$ cat config.mk
export PLATFORM = sky130hd
export DESIGN_NAME = barg_div
export DESIGN_NICKNAME = d
export VERILOG_FILES = /design/src/hw/rtl/barg_pkg.sv /design/src/hw/rtl/barg_div.sv
export SDC_FILE = /design/constraint.sdc
export NUM_CORES = 1
export LEC_CHECK = 0
export ABC_AREA = 1
export BUFFER_PORTS_ARGS = -buffer_cell sky130_fd_sc_hd__buf_2
export CAP_MARGIN = 25
export CORE_ASPECT_RATIO = 0.5
export CORE_MARGIN = 2
export CORE_UTILIZATION = 45
export DETAILED_ROUTE_END_ITERATION = 10
export PLACE_DENSITY = 0.68
export REMOVE_ABC_BUFFERS = 1
export SYNTH_ARGS = -nofsm -noshare
export SYNTH_HDL_FRONTEND = slang
export SYNTH_SLANG_ARGS = --single-unit
$ cat constraint.sdc
create_clock -name clock -period 3.6 [get_ports clock]
set_input_delay 0 -clock clock [delete_from_list [all_inputs] [get_ports clock]]
set_output_delay 0 -clock clock [all_outputs]
set_load 0.05 [all_outputs]
$ cat src/hw/rtl/barg_pkg.sv
// ----------------------------------------------------------------------------
// barg_pkg: shared types and constants of the bank attitude reference generator
// Fixed-point widths, CORDIC constants, payload structs, the sequencer states
// and the micro-op table that drives the shared arithmetic unit.
// ----------------------------------------------------------------------------
package barg_pkg;

   localparam int FRAC_BITS    = 16;
   localparam int CORDIC_STEPS = 16;

   localparam int WORD_W   = 32;
   localparam int ANG_W    = 19;
   localparam int PERIOD_W = 20;
   localparam int INVP_W   = 31;
   localparam int POLE_W   = 18;
   localparam int CSR_IDX_W = 3;

   // Sine and cosine in Q(FRAC_BITS), magnitude just above one.
   localparam int TRIG_W = FRAC_BITS + 2;
   // CORDIC datapath in Q30.
   localparam int Z_W  = 36;
   localparam int XY_W = 33;
   localparam int STEP_CNT_W = $clog2(CORDIC_STEPS);
   localparam int TRIG_SHIFT = 30 - FRAC_BITS;
   // Divider numerator: cosine scaled by one, or one squared.
   localparam int NUM_W = 2 * FRAC_BITS + 2;
   localparam int DEN_W = TRIG_W;

   localparam logic signed [Z_W-1:0]  Q30_PI      = Z_W'(64'sd3373259426);
   localparam logic signed [Z_W-1:0]  Q30_HALF_PI = Z_W'(64'sd1686629713);
   localparam logic signed [Z_W-1:0]  Q30_TWO_PI  = Z_W'(64'sd6746518852);
   localparam logic signed [XY_W-1:0] Q30_GAIN    = XY_W'(64'sd652032874);

   localparam logic signed [WORD_W-1:0] ONE_Q    = WORD_W'(64'sd1 <<< FRAC_BITS);
   localparam logic signed [WORD_W-1:0] WORD_MAX = WORD_W'(64'sd2147483647);
   localparam logic signed [WORD_W-1:0] WORD_MIN = WORD_W'(-64'sd2147483648);

   // Register indexes of the configuration port.
   localparam logic [CSR_IDX_W-1:0] CSR_BANK_GAIN = 3'd0;
   localparam logic [CSR_IDX_W-1:0] CSR_RATE_GAIN = 3'd1;
   localparam logic [CSR_IDX_W-1:0] CSR_PERIOD    = 3'd2;
   localparam logic [CSR_IDX_W-1:0] CSR_INV_PER   = 3'd3;
   localparam logic [CSR_IDX_W-1:0] CSR_ROLL_POLE = 3'd4;

   localparam logic [PERIOD_W-1:0] PERIOD_RESET = PERIOD_W'(1 << FRAC_BITS);
   localparam logic [INVP_W-1:0]   INV_PER_RESET = INVP_W'(1 << FRAC_BITS);

   typedef struct packed {
      logic signed [ANG_W-1:0]  angle_of_attack;
      logic signed [WORD_W-1:0] bank_target;
      logic signed [WORD_W-1:0] bank_rate_target;
      logic signed [WORD_W-1:0] bank_feedforward;
   } req_type;

   typedef struct packed {
      logic signed [WORD_W-1:0] roll_command;
      logic signed [WORD_W-1:0] yaw_command;
      logic signed [WORD_W-1:0] bank_ref_next;
      logic signed [WORD_W-1:0] yaw_rate_ref_next;
      logic signed [WORD_W-1:0] roll_rate_ref_next;
      logic                     fault_flag;
   } rsp_type;

   typedef enum logic [2:0] {
      ST_IDLE, ST_TRIG, ST_DIV_COT, ST_DIV_CSC, ST_CALC, ST_FINISH
   } state_type;

   typedef enum logic [1:0] {OP_MUL, OP_MULH, OP_ADD, OP_SUB} op_type;

   typedef enum logic [4:0] {
      L_C0, L_C1, L_T, L_TI, L_ONE, L_P, L_S, L_C, L_W, L_MT, L_U,
      L_BANK, L_YAW, L_ROLL, L_COT, L_CSC,
      L_KMU, L_KW, L_T1, L_T2, L_DN, L_DL, L_UN, L_UL
   } loc_type;

   typedef struct packed {
      op_type  op;
      loc_type src_a;
      loc_type src_b;
      loc_type dst;
   } uop_type;

   localparam int UOP_COUNT = 32;
   localparam int PC_W = $clog2(UOP_COUNT);

   function automatic logic [Z_W-1:0] atan_q30(input logic [4:0] idx);
      logic [Z_W-1:0] v;
      case (idx)
         5'd0:  v = Z_W'(843314856);
         5'd1:  v = Z_W'(497837829);
         5'd2:  v = Z_W'(263043836);
         5'd3:  v = Z_W'(133525158);
         5'd4:  v = Z_W'(67021686);
         5'd5:  v = Z_W'(33543515);
         5'd6:  v = Z_W'(16775850);
         5'd7:  v = Z_W'(8388437);
         5'd8:  v = Z_W'(4194282);
         5'd9:  v = Z_W'(2097149);
         5'd10: v = Z_W'(1048575);
         5'd11: v = Z_W'(524287);
         5'd12: v = Z_W'(262143);
         5'd13: v = Z_W'(131071);
         5'd14: v = Z_W'(65535);
         5'd15: v = Z_W'(32767);
         5'd16: v = Z_W'(16383);
         5'd17: v = Z_W'(8191);
         5'd18: v = Z_W'(4095);
         5'd19: v = Z_W'(2047);
         5'd20: v = Z_W'(1023);
         5'd21: v = Z_W'(511);
         5'd22: v = Z_W'(255);
         5'd23: v = Z_W'(127);
         default: v = '0;
      endcase
      return v;
   endfunction

   // One step of the update: closed-loop commands, then the new references.
   function automatic uop_type uop_at(input logic [PC_W-1:0] pc);
      uop_type u;
      case (pc)
         5'd0:  u = '{OP_MUL,  L_C0,   L_S,   L_KMU};
         5'd1:  u = '{OP_MUL,  L_KMU,  L_TI,  L_KMU};
         5'd2:  u = '{OP_MUL,  L_KMU,  L_TI,  L_KMU};
         5'd3:  u = '{OP_MUL,  L_C1,   L_TI,  L_KW};
         5'd4:  u = '{OP_MUL,  L_S,    L_W,   L_T1};
         5'd5:  u = '{OP_MUL,  L_T1,   L_TI,  L_T1};
         5'd6:  u = '{OP_SUB,  L_T1,   L_YAW, L_T1};
         5'd7:  u = '{OP_MUL,  L_KW,   L_T1,  L_T1};
         5'd8:  u = '{OP_SUB,  L_MT,   L_BANK, L_T2};
         5'd9:  u = '{OP_MUL,  L_KMU,  L_T2,  L_T2};
         5'd10: u = '{OP_ADD,  L_T1,   L_T2,  L_DN};
         5'd11: u = '{OP_SUB,  L_ONE,  L_P,   L_T1};
         5'd12: u = '{OP_MUL,  L_T1,   L_TI,  L_T1};
         5'd13: u = '{OP_MUL,  L_C,    L_W,   L_T2};
         5'd14: u = '{OP_MUL,  L_T2,   L_TI,  L_T2};
         5'd15: u = '{OP_SUB,  L_T2,   L_ROLL, L_T2};
         5'd16: u = '{OP_MUL,  L_T1,   L_T2,  L_DL};
         5'd17: u = '{OP_MUL,  L_U,    L_TI,  L_T1};
         5'd18: u = '{OP_MUL,  L_T1,   L_TI,  L_T1};
         5'd19: u = '{OP_MUL,  L_S,    L_T1,  L_T1};
         5'd20: u = '{OP_ADD,  L_T1,   L_DN,  L_UN};
         5'd21: u = '{OP_MUL,  L_COT,  L_UN,  L_T1};
         5'd22: u = '{OP_ADD,  L_T1,   L_DL,  L_UL};
         5'd23: u = '{OP_MUL,  L_T,    L_CSC, L_T1};
         5'd24: u = '{OP_MUL,  L_T1,   L_YAW, L_T1};
         5'd25: u = '{OP_ADD,  L_BANK, L_T1,  L_T1};
         5'd26: u = '{OP_MULH, L_T,    L_UN,  L_T2};
         5'd27: u = '{OP_ADD,  L_T1,   L_T2,  L_BANK};
         5'd28: u = '{OP_MUL,  L_T,    L_UN,  L_T1};
         5'd29: u = '{OP_ADD,  L_YAW,  L_T1,  L_YAW};
         5'd30: u = '{OP_MUL,  L_T,    L_UL,  L_T1};
         5'd31: u = '{OP_ADD,  L_ROLL, L_T1,  L_ROLL};
         default: u = '{OP_ADD, L_T1, L_T2, L_T1};
      endcase
      return u;
   endfunction

endpackage

$ cat src/hw/rtl/barg_div.sv
// ----------------------------------------------------------------------------
// barg_div: radix-2 restoring divider
// Truncating signed division, one quotient bit per cycle, with the quotient
// saturated to the 32-bit signed range.
// ----------------------------------------------------------------------------
module barg_div (
   input  logic                                 clock,
   input  logic                                 reset,
   input  logic                                 start,
   input  logic signed [barg_pkg::NUM_W-1:0]    numer,
   input  logic signed [barg_pkg::DEN_W-1:0]    denom,
   output logic                                 done,
   output logic signed [barg_pkg::WORD_W-1:0]   quot,
   output logic                                 sat
);

   localparam int CNT_W = $clog2(barg_pkg::NUM_W);

   logic [barg_pkg::NUM_W-1:0] q_ff, q_in;
   logic [barg_pkg::DEN_W-1:0] rem_ff, rem_in, den_ff, den_in;
   logic [barg_pkg::DEN_W:0]   rem_sh, diff;
   logic [CNT_W-1:0]           cnt_ff, cnt_in;
   logic busy_ff, busy_in, done_ff, done_in, neg_ff, neg_in;
   logic [barg_pkg::NUM_W-1:0] lim;

   assign rem_sh = {rem_ff, q_ff[barg_pkg::NUM_W-1]};
   assign diff   = rem_sh - {1'b0, den_ff};

   always_comb begin
      q_in = q_ff;
      rem_in = rem_ff;
      den_in = den_ff;
      cnt_in = cnt_ff;
      busy_in = busy_ff;
      neg_in = neg_ff;
      done_in = 1'b0;
      if (start) begin
         q_in = numer[barg_pkg::NUM_W-1] ? barg_pkg::NUM_W'(-numer) : numer;
         den_in = denom[barg_pkg::DEN_W-1] ? barg_pkg::DEN_W'(-denom) : denom;
         rem_in = '0;
         cnt_in = CNT_W'(barg_pkg::NUM_W - 1);
         neg_in = numer[barg_pkg::NUM_W-1] ^ denom[barg_pkg::DEN_W-1];
         busy_in = 1'b1;
      end else if (busy_ff) begin
         if (!diff[barg_pkg::DEN_W]) begin
            rem_in = diff[barg_pkg::DEN_W-1:0];
            q_in = {q_ff[barg_pkg::NUM_W-2:0], 1'b1};
         end else begin
            rem_in = rem_sh[barg_pkg::DEN_W-1:0];
            q_in = {q_ff[barg_pkg::NUM_W-2:0], 1'b0};
         end
         cnt_in = cnt_ff - 1'b1;
         if (cnt_ff == '0) begin
            busy_in = 1'b0;
            done_in = 1'b1;
         end
      end
   end

   always_ff @(posedge clock) begin
      if (reset) begin
         busy_ff <= 1'b0;
         done_ff <= 1'b0;
      end else begin
         busy_ff <= busy_in;
         done_ff <= done_in;
      end
      q_ff <= q_in;
      rem_ff <= rem_in;
      den_ff <= den_in;
      cnt_ff <= cnt_in;
      neg_ff <= neg_in;
   end

   // A negative quotient may reach one step further than a positive one.
   assign lim = neg_ff ? (barg_pkg::NUM_W'(1) << (barg_pkg::WORD_W - 1))
                       : ((barg_pkg::NUM_W'(1) << (barg_pkg::WORD_W - 1)) - 1'b1);

   always_comb begin
      sat = q_ff > lim;
      if (sat) begin
         quot = neg_ff ? barg_pkg::WORD_MIN : barg_pkg::WORD_MAX;
      end else begin
         quot = neg_ff ? -q_ff[barg_pkg::WORD_W-1:0] : q_ff[barg_pkg::WORD_W-1:0];
      end
   end

   assign done = done_ff;

endmodule

Word-level counts from Yosys, hierarchy flattened
Index checks and enable logic that the tools add are counted.
{ "word_totals": {"word_cells": 33, "out_inout_bits": 34, "in_bits": 55, "register_bits": 79} }
{ "classes": {"n_addsub": 5, "magnitude_cmp": 1, "reduce_logical": 3, "bitwise_logic": 2, "n_mux": 14} }
{ "ops": {"columns": ["operator", "n"], "rows": [
  ["2-to-1 mux 32 bit", 4],
  ["2-to-1 mux 34 bit", 3],
  ["greater-than comparator 34 x 32 -> 1 bit", 1],
  ["negation 34 bit", 1],
  ["negation 32 bit", 1],
  ["subtractor 19 x 18 -> 19 bit", 1],
  ["2-to-1 mux 18 bit", 1],
  ["negation 18 bit", 1],
  ["2-to-1 mux 17 bit", 1],
  ["zero test 6 bit", 1],
  ["subtractor 6 x 1 -> 6 bit (second input constant)", 1],
  ["2-to-1 mux 1 bit", 5],
  ["OR reduction 3 bit", 1],
  ["nonzero test 2 bit", 1],
  ["NOT 1 bit", 1],
  ["XOR 1 bit", 1]
]} }

Longest topological paths before layout
Gate-level depths: netlist of the first run.
{ "logic_depth": {"word_depth": 4, "mapped_depth": 16, "depth_no_buf": 15} }

Worst setup path before layout of the first run
Ideal clock, no wire load.
{ "synth_timing": {"kind": "register -> output", "startpoint": "reg neg_ff", "endpoint": "out quot[22] (netlist name)", "path_stages_with_launch": 12, "required_time_ps": 3600, "arrival_time_ps": 2820, "path_slack_ps": 780, "path_buffers": 2, "path_cell_list": "edfxtp_1 -> inv_1 -> clkbuf_1 -> ha_1 -> a211oi_1 -> nand2_1 -> a21oi_1 -> nand3_1 -> nand2_1 -> buf_2 -> nand2_1 -> nand2_1"} }
{ "synth_between": {"elab_chain_cells": 3, "word_cells_on_any_way": 5, "cone_classes": "1 x order compare; 4 x mux"} }
{ "synth_lines": {"columns": ["item", "line", "rtl"], "rows": [
  ["start: declaration", "barg_div.sv:23", "logic busy_ff, busy_in, done_ff, done_in, neg_ff, neg_in;"],
  ["start signal: assignment", "barg_div.sv:72", "neg_ff <= neg_in;"],
  ["2-to-1 mux 32 bit", "barg_div.sv:76, barg_div.sv:82", null],
  ["greater-than comparator 34 x 32 -> 1 bit", "barg_div.sv:80", "sat = q_ff > lim;"],
  ["2-to-1 mux 32 bit *", "barg_div.sv:81", "if (sat) begin"],
  ["end: declaration", "barg_div.sv:13", "output logic signed [barg_pkg::WORD_W-1:0] quot,"]
]} }
Mark *: on every way between the ends. The rest lies on a longest branch, timed or not.

Worst setup path in the final report of the first run
{ "layout_timing": {"startpoint": "reg neg_ff", "endpoint": "out quot[21] (netlist name)"} }
Same word-level chain as after synthesis.

==> results of run 1 <==
-- cell usage in the layout, fill, tap and decap left out, drive strengths merged --
| cell type | instances |
|---|---|
| a211oi | 1 |
| a21o | 1 |
| a21oi | 37 |
| a31o | 1 |
| a31oi | 6 |
| and2 | 3 |
| buf | 103 |
| clkbuf | 11 |
| clkinv | 3 |
| clkinvlp | 2 |
| dfxtp | 26 |
| dlygate4sd3 | 11 |
| edfxtp | 53 |
| fa | 1 |
| ha | 54 |
| inv | 152 |
| nand2 | 386 |
| nand3 | 104 |
| nand3b | 10 |
| nand4 | 18 |
| nor2 | 128 |
| nor3 | 19 |
| nor3b | 1 |
| nor4 | 3 |
| o211ai | 3 |
| o21a | 3 |
| o21ai | 68 |
| o21bai | 2 |
| o22ai | 1 |
| o32ai | 1 |
| or2 | 3 |
| xnor2 | 21 |
| xor2 | 49 |
-- final cells by class --
cell class / instances / area, sq um / share of cell area [%]
clock inverters: 5 / 31.3 / 0.357
multi-input cells: 924 / 4850 / 55.3
inverters: 152 / 571 / 6.51
clock buffers: 11 / 253 / 2.88
flip-flops and latches: 79 / 2110 / 24.1
well taps: 227 / 284 / 3.24
repair buffers: 114 / 663 / 7.57
-- power by group --
group	switching (mW)	leakage, nW	internal [mW]
Combinational	0.852	3.47	0.368
Sequential	0.0906	0.745	1.06
Clock	0.388	0.138	0.503
-- through the flow --
step           total power [mW]  area, sq um  utilization (%)  setup TNS (ns)  std cells
2_1_floorplan              2.01         7530                -           -7.82       1155
3_3_place_gp               2.34         8360             50.6               0       1484
3_5_place_dp               2.37         8360             50.6               0       1484
4_1_cts                    3.27         8750             53.0               0       1511
5_1_grt                    3.45         8760             53.0               0       1512
6_report                   3.27         8760             53.0               0       1512
-- metal layers --
layer  vias to the layer above  GRT usage, %  wire (microns)
met2                       221          42.1            9910
li1                       4013             -               -
met4                         0          7.23             403
met3                        32          3.32            1110
met5                         -             0               0
met1                      3579          31.0           10000
-- timing repair --
item,CTS,global route
hold endpoints to repair,13,0
hold buffers,11,0
resized for setup,0,0
setup endpoints to repair,0,22
setup buffers,0,1
-- logic make-up after synthesis --
group,share of synthesized area [%]
compound gates,8.74
xor+xnor,8.01
fa+ha+maj,9.09
buf+inv,9.09
flops,27.6
simple gates,37.5
-- registers in the layout, indices dropped and copies added (netlist names) --
signal   flops
done         1
cnt_ff       6
busy_ff      1
rem_ff      18
den_ff      18
q_ff        34
neg_ff       1
-- cell usage after synthesis, types with 2 or more instances --
cell type / number
sky130_fd_sc_hd__o21bai_1: 2
sky130_fd_sc_hd__ha_1: 54
sky130_fd_sc_hd__nor2_1: 124
sky130_fd_sc_hd__nand2_4: 2
sky130_fd_sc_hd__and2_1: 3
sky130_fd_sc_hd__buf_2: 7
sky130_fd_sc_hd__nor2_2: 3
sky130_fd_sc_hd__a31oi_1: 6
sky130_fd_sc_hd__o21ai_1: 3
sky130_fd_sc_hd__nand2_1: 379
sky130_fd_sc_hd__dfxtp_1: 26
sky130_fd_sc_hd__buf_4: 2
sky130_fd_sc_hd__edfxtp_1: 53
sky130_fd_sc_hd__nand2_2: 5
sky130_fd_sc_hd__inv_1: 150
sky130_fd_sc_hd__nand3_1: 100
sky130_fd_sc_hd__clkbuf_1: 16
sky130_fd_sc_hd__o211ai_1: 3
sky130_fd_sc_hd__or2_2: 2
sky130_fd_sc_hd__o21a_1: 3
sky130_fd_sc_hd__a21oi_1: 36
sky130_fd_sc_hd__nor4_1: 3
sky130_fd_sc_hd__nand3_2: 4
sky130_fd_sc_hd__nand3b_1: 10
sky130_fd_sc_hd__nor3_1: 18
sky130_fd_sc_hd__xor2_1: 49
sky130_fd_sc_hd__o21ai_0: 64
sky130_fd_sc_hd__xnor2_1: 21
sky130_fd_sc_hd__nand4_1: 18
-- worst paths after layout --
check / from / to / slack (ns) / cells after the start
worst max-delay path: neg_ff$_DFFE_PP_ / quot[21] / 0.39 / 12
worst min-delay path: denom[10] / den_ff[10]$_DFFE_PP_ / 0.009 / 2
worst max register to register: q_ff[33]$_DFFE_PP_ / q_ff[0]$_DFFE_PP_ / 1.10 / 11
worst min register to register: rem_ff[1]$_SDFFE_PP0P_ / rem_ff[1]$_SDFFE_PP0P_ / 0.47 / 2
-- critical path, delay by kind of cell (launching register included) --
family / cells / cell delay [ns]
adder cells (fa/ha/maj): 1 / 0.30
buffers and inverters: 3 / 0.84
flip-flops: 1 / 0.63
AND/OR/NAND/NOR: 8 / 1.10
==> key figures, run 1 <==
Routing
  • Wire length per cell after detailed routing: roughly 14 microns
  • Via-per-instance ratio: between 5 and 6
  • Residual DRC count: 0
  • Number of DRC violations after detailed-routing iteration 0: 505
  • Number of nets with antenna violations after routing: 0
  • Routed WL: roughly 21000 microns
  • First drt pass iteration count: 5
  • Total number of vias: between 7000 and 8000

Setup path
  • CP max stage delay: between 0.6 and 0.7 ns
  • Required time of the worst setup path: 3.60 ns
  • Worst Path Class, Setup: register to output port
  • Crit-path most repeated cell: sky130_fd_sc_hd__nand2_1
  • CP Launch Type: register
  • Arrival time reported for the critical path endpoint: 3.21 ns
  • Maximum net fanout on the critical path: 23
  • Sort of element at the end of the critical path: output port
  • Critical path's slowest cell: sky130_fd_sc_hd__edfxtp_1
  • Critical Path, Cell by Cell: buf_4 > ha_1 > nand2_1 > nor2_1 > nand2_1 > nor3b_2 > nand4_1 > nand2_1 > buf_4 > nand2_1 > nand2_1 > buf_2

GRT
  • Number of global-route vias before repair: around 7300
  • Number of antenna violations at the first check in global routing: 0
  • Maximum number of pins on one net before global-route repair: 58
  • Remaining global-route overflow: 0
  • Global Route Usage Sum: roughly a quarter
  • Global-route wire length before repair: 34900 microns

Power and ir drop
  • Highest ir drop seen on vdd: 0.000246 V
  • Lkg Pwr: roughly 4.3 nW
  • Power density over the cells: between 300 and 400 nW/um^2

Timing
  • Worst relative slew slack: between 50% and 60%
  • Fin crit share: between 80% and 90%
  • Final number of setup-violating endpoints: 0
  • Final worst-path setup slack: just under 0.4 ns
  • Worst hold margin: between 0.008 and 0.009 ns
  • Final period demand of the worst path: between 3 and 4 ns
  • Slew at the pin closest to its max-slew limit: approximately 0.66 ns
  • Count of endpoints failing hold in the final timing report: 0
  • Upper clock frequency limit: 312 MHz
  • Final Max Tran Viols: 0
  • Max Clock Skew: roughly 0.010 ns
  • Unrepaired setup endpoints after global routing: false

Cells and area
  • Number of nets at the end of the flow: ~1400
  • Number of inserted diodes: 0
  • Number of filler cells placed in the layout: ~1700
  • Area added between synthesis and finish: 14.4%
  • Layout cell share with drive strength beyond 1: between 10% and 20%

Die
  • Die width: around 190 microns
  • Core outline area: approximately 17000 sq um
  • Die outline height: 96.2 microns
  • Starting Density: a little under half
  • Area of the die: 18100 sq um
  • Row count: 33
  • I/O pin count: approximately 90

CTS
  • Worst-Skew Late Latency: roughly 0.34 ns
  • Worst-case clock buffer depth: 2
  • Root Buffer Master: sky130_fd_sc_hd__clkbuf_16
  • H-Tree Depth: 3
  • CTS buffer count: 9
  • Reg clk slew, reported paths: ~0.06 ns
  • Clock tree from TritonCTS: done
  • Clock net sink count: just under 80

Flow run
  • Max cap viols: 0

Logic synthesis
  • Count of synthesis-stage warnings from yosys: 0
  • Most area-consuming cells after synthesis: sky130_fd_sc_hd__edfxtp_1 21%, sky130_fd_sc_hd__nand2_1 19%, sky130_fd_sc_hd__ha_1 8.8%, sky130_fd_sc_hd__inv_1 7.4%, sky130_fd_sc_hd__dfxtp_1 6.8%
  • Number of enable flip-flop cells after synthesis: 53
  • Top cell type by total area after synthesis: sky130_fd_sc_hd__edfxtp_1
  • Portion of the post-synthesis area used by sequential elements: 27.6%
  • Synth top area share: slightly above 20%
  • Average instance area after synthesis: 6.48 sq um
  • Flip-flop and latch count after synthesis: 79
  • Post-Syn Instances: ~1200
  • Predominant post-synthesis flop cell: sky130_fd_sc_hd__edfxtp_1
  • Async SR Flop Fraction: 0%
  • Post-synthesis cell type count: 45
  • Total standard cell area after synthesis: 7650 sq um

Min path
  • Worst min-delay path category: primary input to register

Placed design
  • Buffers on Ports: 88
  • Final GP Congestion: 0.932
  • Placement Setup Slack: ~0.57 ns
  • Half-perimeter wire length after placement: 16400 microns

Run status
  • Outcome: complete, no violations
No activity file was read; power rests on OpenSTA's default activity.
==> inputs of run 2 (changes only) <==
--- a/config.mk
+++ b/config.mk
@@ -12,7 +12,6 @@
 export CORE_MARGIN = 2
 export CORE_UTILIZATION = 45
 export DETAILED_ROUTE_END_ITERATION = 10
-export PLACE_DENSITY = 0.68
 export REMOVE_ABC_BUFFERS = 1
 export SYNTH_ARGS = -nofsm -noshare
 export SYNTH_HDL_FRONTEND = slang
==> run 2 against run 1 <==
- worst hold slack gained 0.032 ns
- combinational power is essentially flat
- cell count shrank 0.13%
- setup slack gained 0.049 ns
- sequential share of layout area shrank 0.19 points
- sequential power is essentially flat
- register-to-register slack gained 0.12 ns
- global-route usage grew 0.77 points
- routed wire length grew 1.1%
- largest power group unchanged
- highest routed layer unchanged
==> key figures, run 2 (synthesized netlist as in run 1, its figures left out) <==
Run status
  • Outcome: complete, no violations

GRT
  • Met1 routing resource usage after global routing: approximately a third
  • Maximum number of pins on one net before global-route repair: 38
  • Global Route Usage Sum: between 20% and 30%
  • Global-route wire length before repair: between 30000 and 40000 microns
  • Remaining global-route overflow: 0
  • Number of global-route vias before repair: 7224
  • Fraction of met3 tracks used by global routing: 4.23%
  • Met2 layer usage reported by global route: a little over two fifths
  • Top Usage Layer GRT: met2
  • Number of antenna violations at the first check in global routing: 0

Cells and area
  • Number of filler cells placed in the layout: 1724
  • Largest registers: q_ff (34), den_ff (18), rem_ff (18)
  • Final cell utilization of the core: approximately 53%
  • Register area: roughly 2100 sq um
  • Area added between synthesis and finish: 15.4%
  • Largest reg by FF count: q_ff
  • Count of placed standard cells in the final layout, fillers left out: 1510
  • Multi-input gate area: ~4800 sq um
  • Number of inserted diodes: 0
  • Largest register FFs: 34
  • Number of nets at the end of the flow: 1388
  • Layout cell share with drive strength beyond 1: 10.7%
  • Most frequent cells in the layout: 379 x sky130_fd_sc_hd__nand2_1, 150 x sky130_fd_sc_hd__inv_1, 124 x sky130_fd_sc_hd__nor2_1
  • Leading cell type in the layout, fill and taps excluded: sky130_fd_sc_hd__nand2_1
  • Design Area, Final: ~8800 sq um

Die
  • Starting Density: between 40% and 50%
  • I/O pin count: 89
  • Die width: about 190 microns
  • Row count: 33
  • Die outline height: between 90 and 100 microns
  • Core outline area: 16500 sq um
  • Area of the die: 18100 sq um

Min path
  • Worst min-delay path category: primary input to register
  • Hold Path Depth: 3
  • Endpoint of the worst hold-timing path: den_ff[6]$_DFFE_PP_
  • Launch point of the worst hold path: denom[6]

Power and ir drop
  • Sw power: between 1 and 1.5 mW
  • Lkg Pwr: 4.37 nW
  • Cell-internal power: 1.99 mW
  • Highest ir drop seen on vdd: between 0.0002 and 0.0003 V
  • Sequential share of power: roughly a third
  • Clock power frac: approximately 30%
  • Post-route total power: between 3 and 4 mW
  • Comb pwr share: between 30% and 40%
  • Switching fraction of total power: just over 40%
  • Power density over the cells: 380 nW/um^2

Timing
  • Max Clock Skew: ~0.011 ns
  • Final number of setup-violating endpoints: 0
  • Unrepaired setup endpoints after global routing: false
  • Worst relative slew slack: 50.0%
  • Worst hold margin: between 0.04 and 0.05 ns
  • Upper clock frequency limit: 316 MHz
  • Final period demand of the worst path: between 3 and 4 ns
  • Slew at the pin closest to its max-slew limit: 0.750 ns
  • Final worst-path setup slack: approximately 0.44 ns
  • Fin crit share: 87.8%
  • Count of endpoints failing hold in the final timing report: 0
  • Final Max Tran Viols: 0
  • Final setup TNS: 0 ns

CTS
  • Post-cts sizing count: 0
  • Clock tree from TritonCTS: done
  • Root Buffer Master: sky130_fd_sc_hd__clkbuf_16
  • Worst-Skew Late Latency: roughly 0.35 ns
  • Worst-case clock buffer depth: 2
  • CTS buffer count: 9
  • Reg clk slew, reported paths: about 0.070 ns
  • H-Tree Depth: 3
  • Clock net sink count: 79

Setup path
  • CP Launch Type: register
  • Sort of element at the end of the critical path: output port
  • Flop-to-flop setup slack: 1.22 ns
  • Maximum net fanout on the critical path: 34
  • Worst-case reg-to-reg path depth: 12
  • RR Endpoint: rem_ff[17]$_SDFFE_PP0P_
  • Critical register-to-register path startpoint: q_ff[33]$_DFFE_PP_
  • Arrival time reported for the critical path endpoint: roughly 3.2 ns
  • Worst Path Class, Setup: register to output port
  • Required time of the worst setup path: ~3.6 ns

Routing
  • Number of DRC violations after detailed-routing iteration 0: approximately 460
  • Via-per-instance ratio: 5.12
  • First drt pass iteration count: 5
  • Number of nets with antenna violations after routing: 0
  • Total number of vias: 7728
  • Residual DRC count: 0
  • Wire length per cell after detailed routing: between 10 and 15 microns
  • Routed WL: 21700 microns

Placed design
  • Total cell area at the placement stage: about 8300 sq um
  • Buffers on Ports: between 80 and 90
  • Placement Setup Slack: 0.517 ns
  • Final GP Congestion: around 0.9
  • Cells after DPL: 1478
  • Half-perimeter wire length after placement: ~17000 microns

Flow run
  • Max cap viols: 0
==> run 2: changes by cell type in the layout (fill, tap and decap cells not counted), sizes merged <==
cell / previous run / this run
clkinvlp: 2 / 1
clkbuf: 11 / 9
inv: 152 / 153
dlygate4sd3: 11 / 14
clkinv: 3 / 4
buf: 103 / 98
bufinv: 0 / 1
==> run 2: critical path, stage by stage (launching register included) <==
cell and delay (ns):
sky130_fd_sc_hd__edfxtp_1 0.52, sky130_fd_sc_hd__buf_16 0.23, sky130_fd_sc_hd__buf_12 0.17, sky130_fd_sc_hd__ha_1 0.31
sky130_fd_sc_hd__nand2_1 0.08, sky130_fd_sc_hd__nor2_1 0.13, sky130_fd_sc_hd__nor3b_2 0.29, sky130_fd_sc_hd__nand4_1 0.19
sky130_fd_sc_hd__nand2_1 0.11, sky130_fd_sc_hd__buf_4 0.30, sky130_fd_sc_hd__nand2_1 0.12, sky130_fd_sc_hd__nand2_1 0.07
sky130_fd_sc_hd__buf_2 0.25
==> run 2: power groups by stage <==
stage / Sequential (mW) / Clock, mW / Combinational [mW]
after floorplan: 1.14 / 0 / 0.867
after global routing: 1.15 / 1.03 / 1.37
after detailed placement: 1.17 / 0 / 1.19
after global placement: 1.17 / 0 / 1.18
final: 1.14 / 0.983 / 1.23
after CTS: 1.15 / 1.00 / 1.21
==> run 2: metal layers <==
metal / part of all wire, % / wire (microns)
met1: 48 / 10400
met5: 0 / 0
met2: 46 / 10000
met3: 4.9 / 1070
met4: 1.0 / 221
==> run 2: layout make-up <==
cell class / count / share of cell area (%)
repair buffers: 112 / 7.93
multi-input cells: 924 / 54.9
clock buffers: 9 / 2.55
flip-flops and latches: 79 / 23.9
well taps: 227 / 3.22
clock inverters: 7 / 1.03
inverters: 152 / 6.46
==> run 2: how the worst max path moves through the flow <==
stage | to | slack, ns | start | cells past startpoint
4_1_cts | quot[11] | 0.13 | neg_ff$_DFFE_PP_ | 15
5_1_grt | quot[27] | 0.18 | neg_ff$_DFFE_PP_ | 12
3_5_place_dp | quot[11] | 0.52 | neg_ff$_DFFE_PP_ | 15
3_3_place_gp | quot[15] | 0.69 | neg_ff$_DFFE_PP_ | 15
6_report | quot[11] | 0.44 | neg_ff$_DFFE_PP_ | 12
2_1_floorplan | quot[0] | -0.25 | neg_ff$_DFFE_PP_ | 10
==> run 2: timing repair <==
| item | in CTS | in global routing |
|---|---|---|
| setup buffers | 0 | 0 |
| hold buffers | 14 | 0 |
| endpoints found under the hold margin | 16 | 0 |
==> inputs of run 3 (changes only) <==
--- a/config.mk
+++ b/config.mk
@@ -5,7 +5,6 @@
 export SDC_FILE = /design/constraint.sdc
 export NUM_CORES = 1
 export LEC_CHECK = 0
-export ABC_AREA = 1
 export BUFFER_PORTS_ARGS = -buffer_cell sky130_fd_sc_hd__buf_2
 export CAP_MARGIN = 25
 export CORE_ASPECT_RATIO = 0.5
==> run 3 against run 2 <==
- the flow now finishes with violations (setup timing)
- sequential share of layout area up 0.77 points
- core utilization up 4.9 points
- first-iteration DRC count is 26% lower
- routed wire length fell by 17%
- critical path depth fell by 2
- synthesized area shrank 11%
- register-to-register slack got worse by 0.89 ns
- setup slack lost 0.45 ns
- global-route usage decreased by 2.9 points
- sequential power up 5%
- combinational power rose by 50%
- critical path type unchanged
- largest power group unchanged
- highest routed layer unchanged
==> key figures, run 3 <==
Setup path
  • CP max stage delay: between 0.5 and 0.6 ns
  • Buffers and inverters on the worst path: 2
  • CP Launch Type: register
  • Critical Path, Cell by Cell: buf_4 > or4_4 > nor3_4 > nand3_2 > or3_4 > or3_4 > or3_4 > o31a_1 > a221oi_2 > buf_6
  • Maximum net fanout on the critical path: 4
  • Required time of the worst setup path: 3.60 ns
  • Worst Path Class, Setup: register to output port
  • Largest delay contributor family on the critical path: simple AND/OR/NAND/NOR gates
  • Arrival time reported for the critical path endpoint: 3.61 ns
  • Crit-path most repeated cell: sky130_fd_sc_hd__or3_4
  • Sort of element at the end of the critical path: output port
  • Critical path's slowest cell: sky130_fd_sc_hd__or4_4

GRT
  • Fraction of met3 tracks used by global routing: 3.64%
  • Met2 layer usage reported by global route: a little over a third
  • Number of global-route vias before repair: between 5000 and 6000
  • Remaining global-route overflow: 0
  • Top Usage Layer GRT: met2
  • Maximum number of pins on one net before global-route repair: 56
  • Number of antenna violations at the first check in global routing: 0
  • Global Route Usage Sum: 21.8%
  • Met1 routing resource usage after global routing: a little under a third
  • Global-route wire length before repair: 28700 microns

Power and ir drop
  • Power density over the cells: 459 nW/um^2
  • Highest ir drop seen on vdd: between 0.0002 and 0.0003 V
  • Lkg Pwr: between 3 and 4 nW

Cells and area
  • Largest registers: q_ff (34), den_ff (18), rem_ff (18)
  • Design Area, Final: between 8000 and 9000 sq um
  • Largest reg by FF count: q_ff
  • Leading cell type in the layout, fill and taps excluded: sky130_fd_sc_hd__buf_2
  • Count of placed standard cells in the final layout, fillers left out: 1092
  • Most frequent cells in the layout: 70 x sky130_fd_sc_hd__buf_2, 58 x sky130_fd_sc_hd__nor2_1, 57 x sky130_fd_sc_hd__a21oi_1
  • Area added between synthesis and finish: 25.1%
  • Largest register FFs: 34
  • Layout cell share with drive strength beyond 1: between 20 and 25%
  • Number of nets at the end of the flow: roughly 1000

Placed design
  • Total cell area at the placement stage: approximately 7600 sq um
  • Buffers on Ports: 88
  • Half-perimeter wire length after placement: 12500 microns
  • Cells after DPL: approximately 1000
  • Final GP Congestion: about 0.83

Logic synthesis
  • Synth top area share: a little under a quarter
  • Post-synthesis cell type count: between 60 and 70
  • Most area-consuming cells after synthesis: sky130_fd_sc_hd__edfxtp_1 23%, sky130_fd_sc_hd__ha_1 9.9%, sky130_fd_sc_hd__dfxtp_1 7.6%, sky130_fd_sc_hd__xnor2_1 5.0%, sky130_fd_sc_hd__a21oi_1 4.2%
  • Flip-flop and latch count after synthesis: 79
  • Number of enable flip-flop cells after synthesis: 53
  • Async SR Flop Fraction: 0%
  • Total standard cell area after synthesis: 6840 sq um
  • Predominant post-synthesis flop cell: sky130_fd_sc_hd__edfxtp_1
  • Post-Syn Instances: around 770
  • Count of synthesis-stage warnings from yosys: 0
  • Portion of the post-synthesis area used by sequential elements: between 30% and 40%
  • Top cell type by total area after synthesis: sky130_fd_sc_hd__edfxtp_1
  • Leading post-synthesis cells by instance count: 58 x sky130_fd_sc_hd__a21oi_1, 58 x sky130_fd_sc_hd__nor2_1, 54 x sky130_fd_sc_hd__ha_1
  • Average instance area after synthesis: 8.90 sq um

Routing
  • Total number of vias: 6248
  • Residual DRC count: 0
  • Routed WL: roughly 18000 microns
  • Number of DRC violations after detailed-routing iteration 0: around 340
  • Via-per-instance ratio: between 5 and 6
  • Wire length per cell after detailed routing: 16.5 microns
  • Number of nets with antenna violations after routing: 0
  • First drt pass iteration count: 5

Timing
  • Final Max Tran Viols: 0
  • Count of endpoints failing hold in the final timing report: 0
  • Slew at the pin closest to its max-slew limit: between 0.8 and 0.9 ns
  • Final worst-path setup slack: -0.0148 ns
  • Final period demand of the worst path: about 3.6 ns
  • Worst relative slew slack: 40.8%
  • Worst hold margin: roughly 0.0031 ns
  • Max Clock Skew: between 0.01 and 0.015 ns
  • Fin crit share: 100%
  • Upper clock frequency limit: about 280 MHz
  • Unrepaired setup endpoints after global routing: true
  • Final number of setup-violating endpoints: 1

CTS
  • Clock net sink count: approximately 80
  • CTS buffer count: 9
  • Reg clk slew, reported paths: ~0.06 ns
  • Root Buffer Master: sky130_fd_sc_hd__clkbuf_16
  • Worst-case clock buffer depth: 2
  • Worst-Skew Late Latency: between 0.3 and 0.4 ns
  • H-Tree Depth: 3
  • Clock tree from TritonCTS: done

Flow run
  • Max cap viols: 0

Run status
  • Violations in the final reports: setup timing
  • Outcome: finished, violations left

Die
  • Starting Density: between 40% and 50%
  • Die width: ~180 microns
  • Core outline area: 14700 sq um
  • Area of the die: 16300 sq um
  • Die outline height: approximately 90 microns
  • I/O pin count: 89
  • Row count: 31

Min path
  • Worst min-delay path category: primary input to register
-- run 3: cell count changes after synthesis, moves of 26 or more --
cell,change
sky130_fd_sc_hd__inv_1,-112
sky130_fd_sc_hd__nand2_1,-334
sky130_fd_sc_hd__nand3_1,-92
sky130_fd_sc_hd__nor2_1,-66
sky130_fd_sc_hd__o21ai_0,-34
sky130_fd_sc_hd__or3_1,+26
-- run 3: logic make-up after synthesis --
logic type / Yosys count / synth area share, %
adder cells (fa/ha/maj): 55 / 10.2
buffers and inverters: 75 / 4.14
XOR/XNOR: 63 / 8.07
AND/OR/NAND/NOR: 233 / 18.6
AO/OA/AOI/OAI: 223 / 21.8
multiplexers: 40 / 6.26
flip-flops: 79 / 30.9
-- run 3: through the flow --
step,util [%],power (mW),setup WS (ns),TNS (ns)
floorplan,-,2.36,-2.20,-48.03
global placement,51.7,2.79,-0.0384,-0.0384
detailed placement,51.7,2.81,-0.0463,-0.0463
CTS,55.5,3.77,-0.0566,-0.103
global route,58.3,4.15,-0.109,-0.231
finish,58.4,3.93,-0.0148,-0.0148
-- run 3: power breakdown --
group	switching [mW]	total, mW	leakage (nW)	internal (mW)
Sequential	0.110	1.20	0.737	1.09
Combinational	1.09	1.85	2.55	0.766
Clock	0.410	0.884	0.138	0.473
-- run 3: final timing paths --
check,cells after the start,end,slack (ns),startpoint
hold / removal,2,den_ff[11]$_DFFE_PP_,0.003,denom[11]
hold reg to reg,2,rem_ff[1]$_SDFFE_PP0P_,0.50,rem_ff[1]$_SDFFE_PP0P_
setup reg to reg,12,rem_ff[3]$_SDFFE_PP0P_,0.33,q_ff[33]$_DFFE_PP_
setup / recovery,10,quot[31],-0.01,q_ff[0]$_DFFE_PP_
-- run 3: what timing repair did --
item                                   in CTS  in global routing
gates resized for setup                    25                 66
hold buffers                               12                  0
setup endpoints to repair                  30                 32
endpoints found under the hold margin      14                  0
setup buffers                               8                  8
gates cloned                                2                  4
pin swaps                                   5                 13
-- run 3: per-layer routing --
| metal | wire (microns) | vias to the layer above |
|---|---|---|
| met1 | 8810 | 2998 |
| li1 | - | 3152 |
| met2 | 8420 | 82 |
| met5 | 0 | - |
| met4 | 190 | 0 |
| met3 | 597 | 16 |
-- run 3: cell type report --
class                           instances  area (sq um)
Inverter                               38           146
Clock inverter                          6          41.3
Clock buffer                           10           229
Sequential cell                        79          2110
Timing Repair Buffer                  144          1080
Tap cell                              198           248
Multi-Input combinational cell        616          4700
Fill cell                            1300          6100
Antenna cell                            1          2.50
-- run 3: worst register-to-register path: cells and delay by family (launching register included) --
family	cells	cell delay, ns
AO/OA/AOI/OAI	6	1.49
adder cells (fa/ha/maj)	2	0.65
buffers and inverters	2	0.33
flip-flops	1	0.43
AND/OR/NAND/NOR	2	0.30
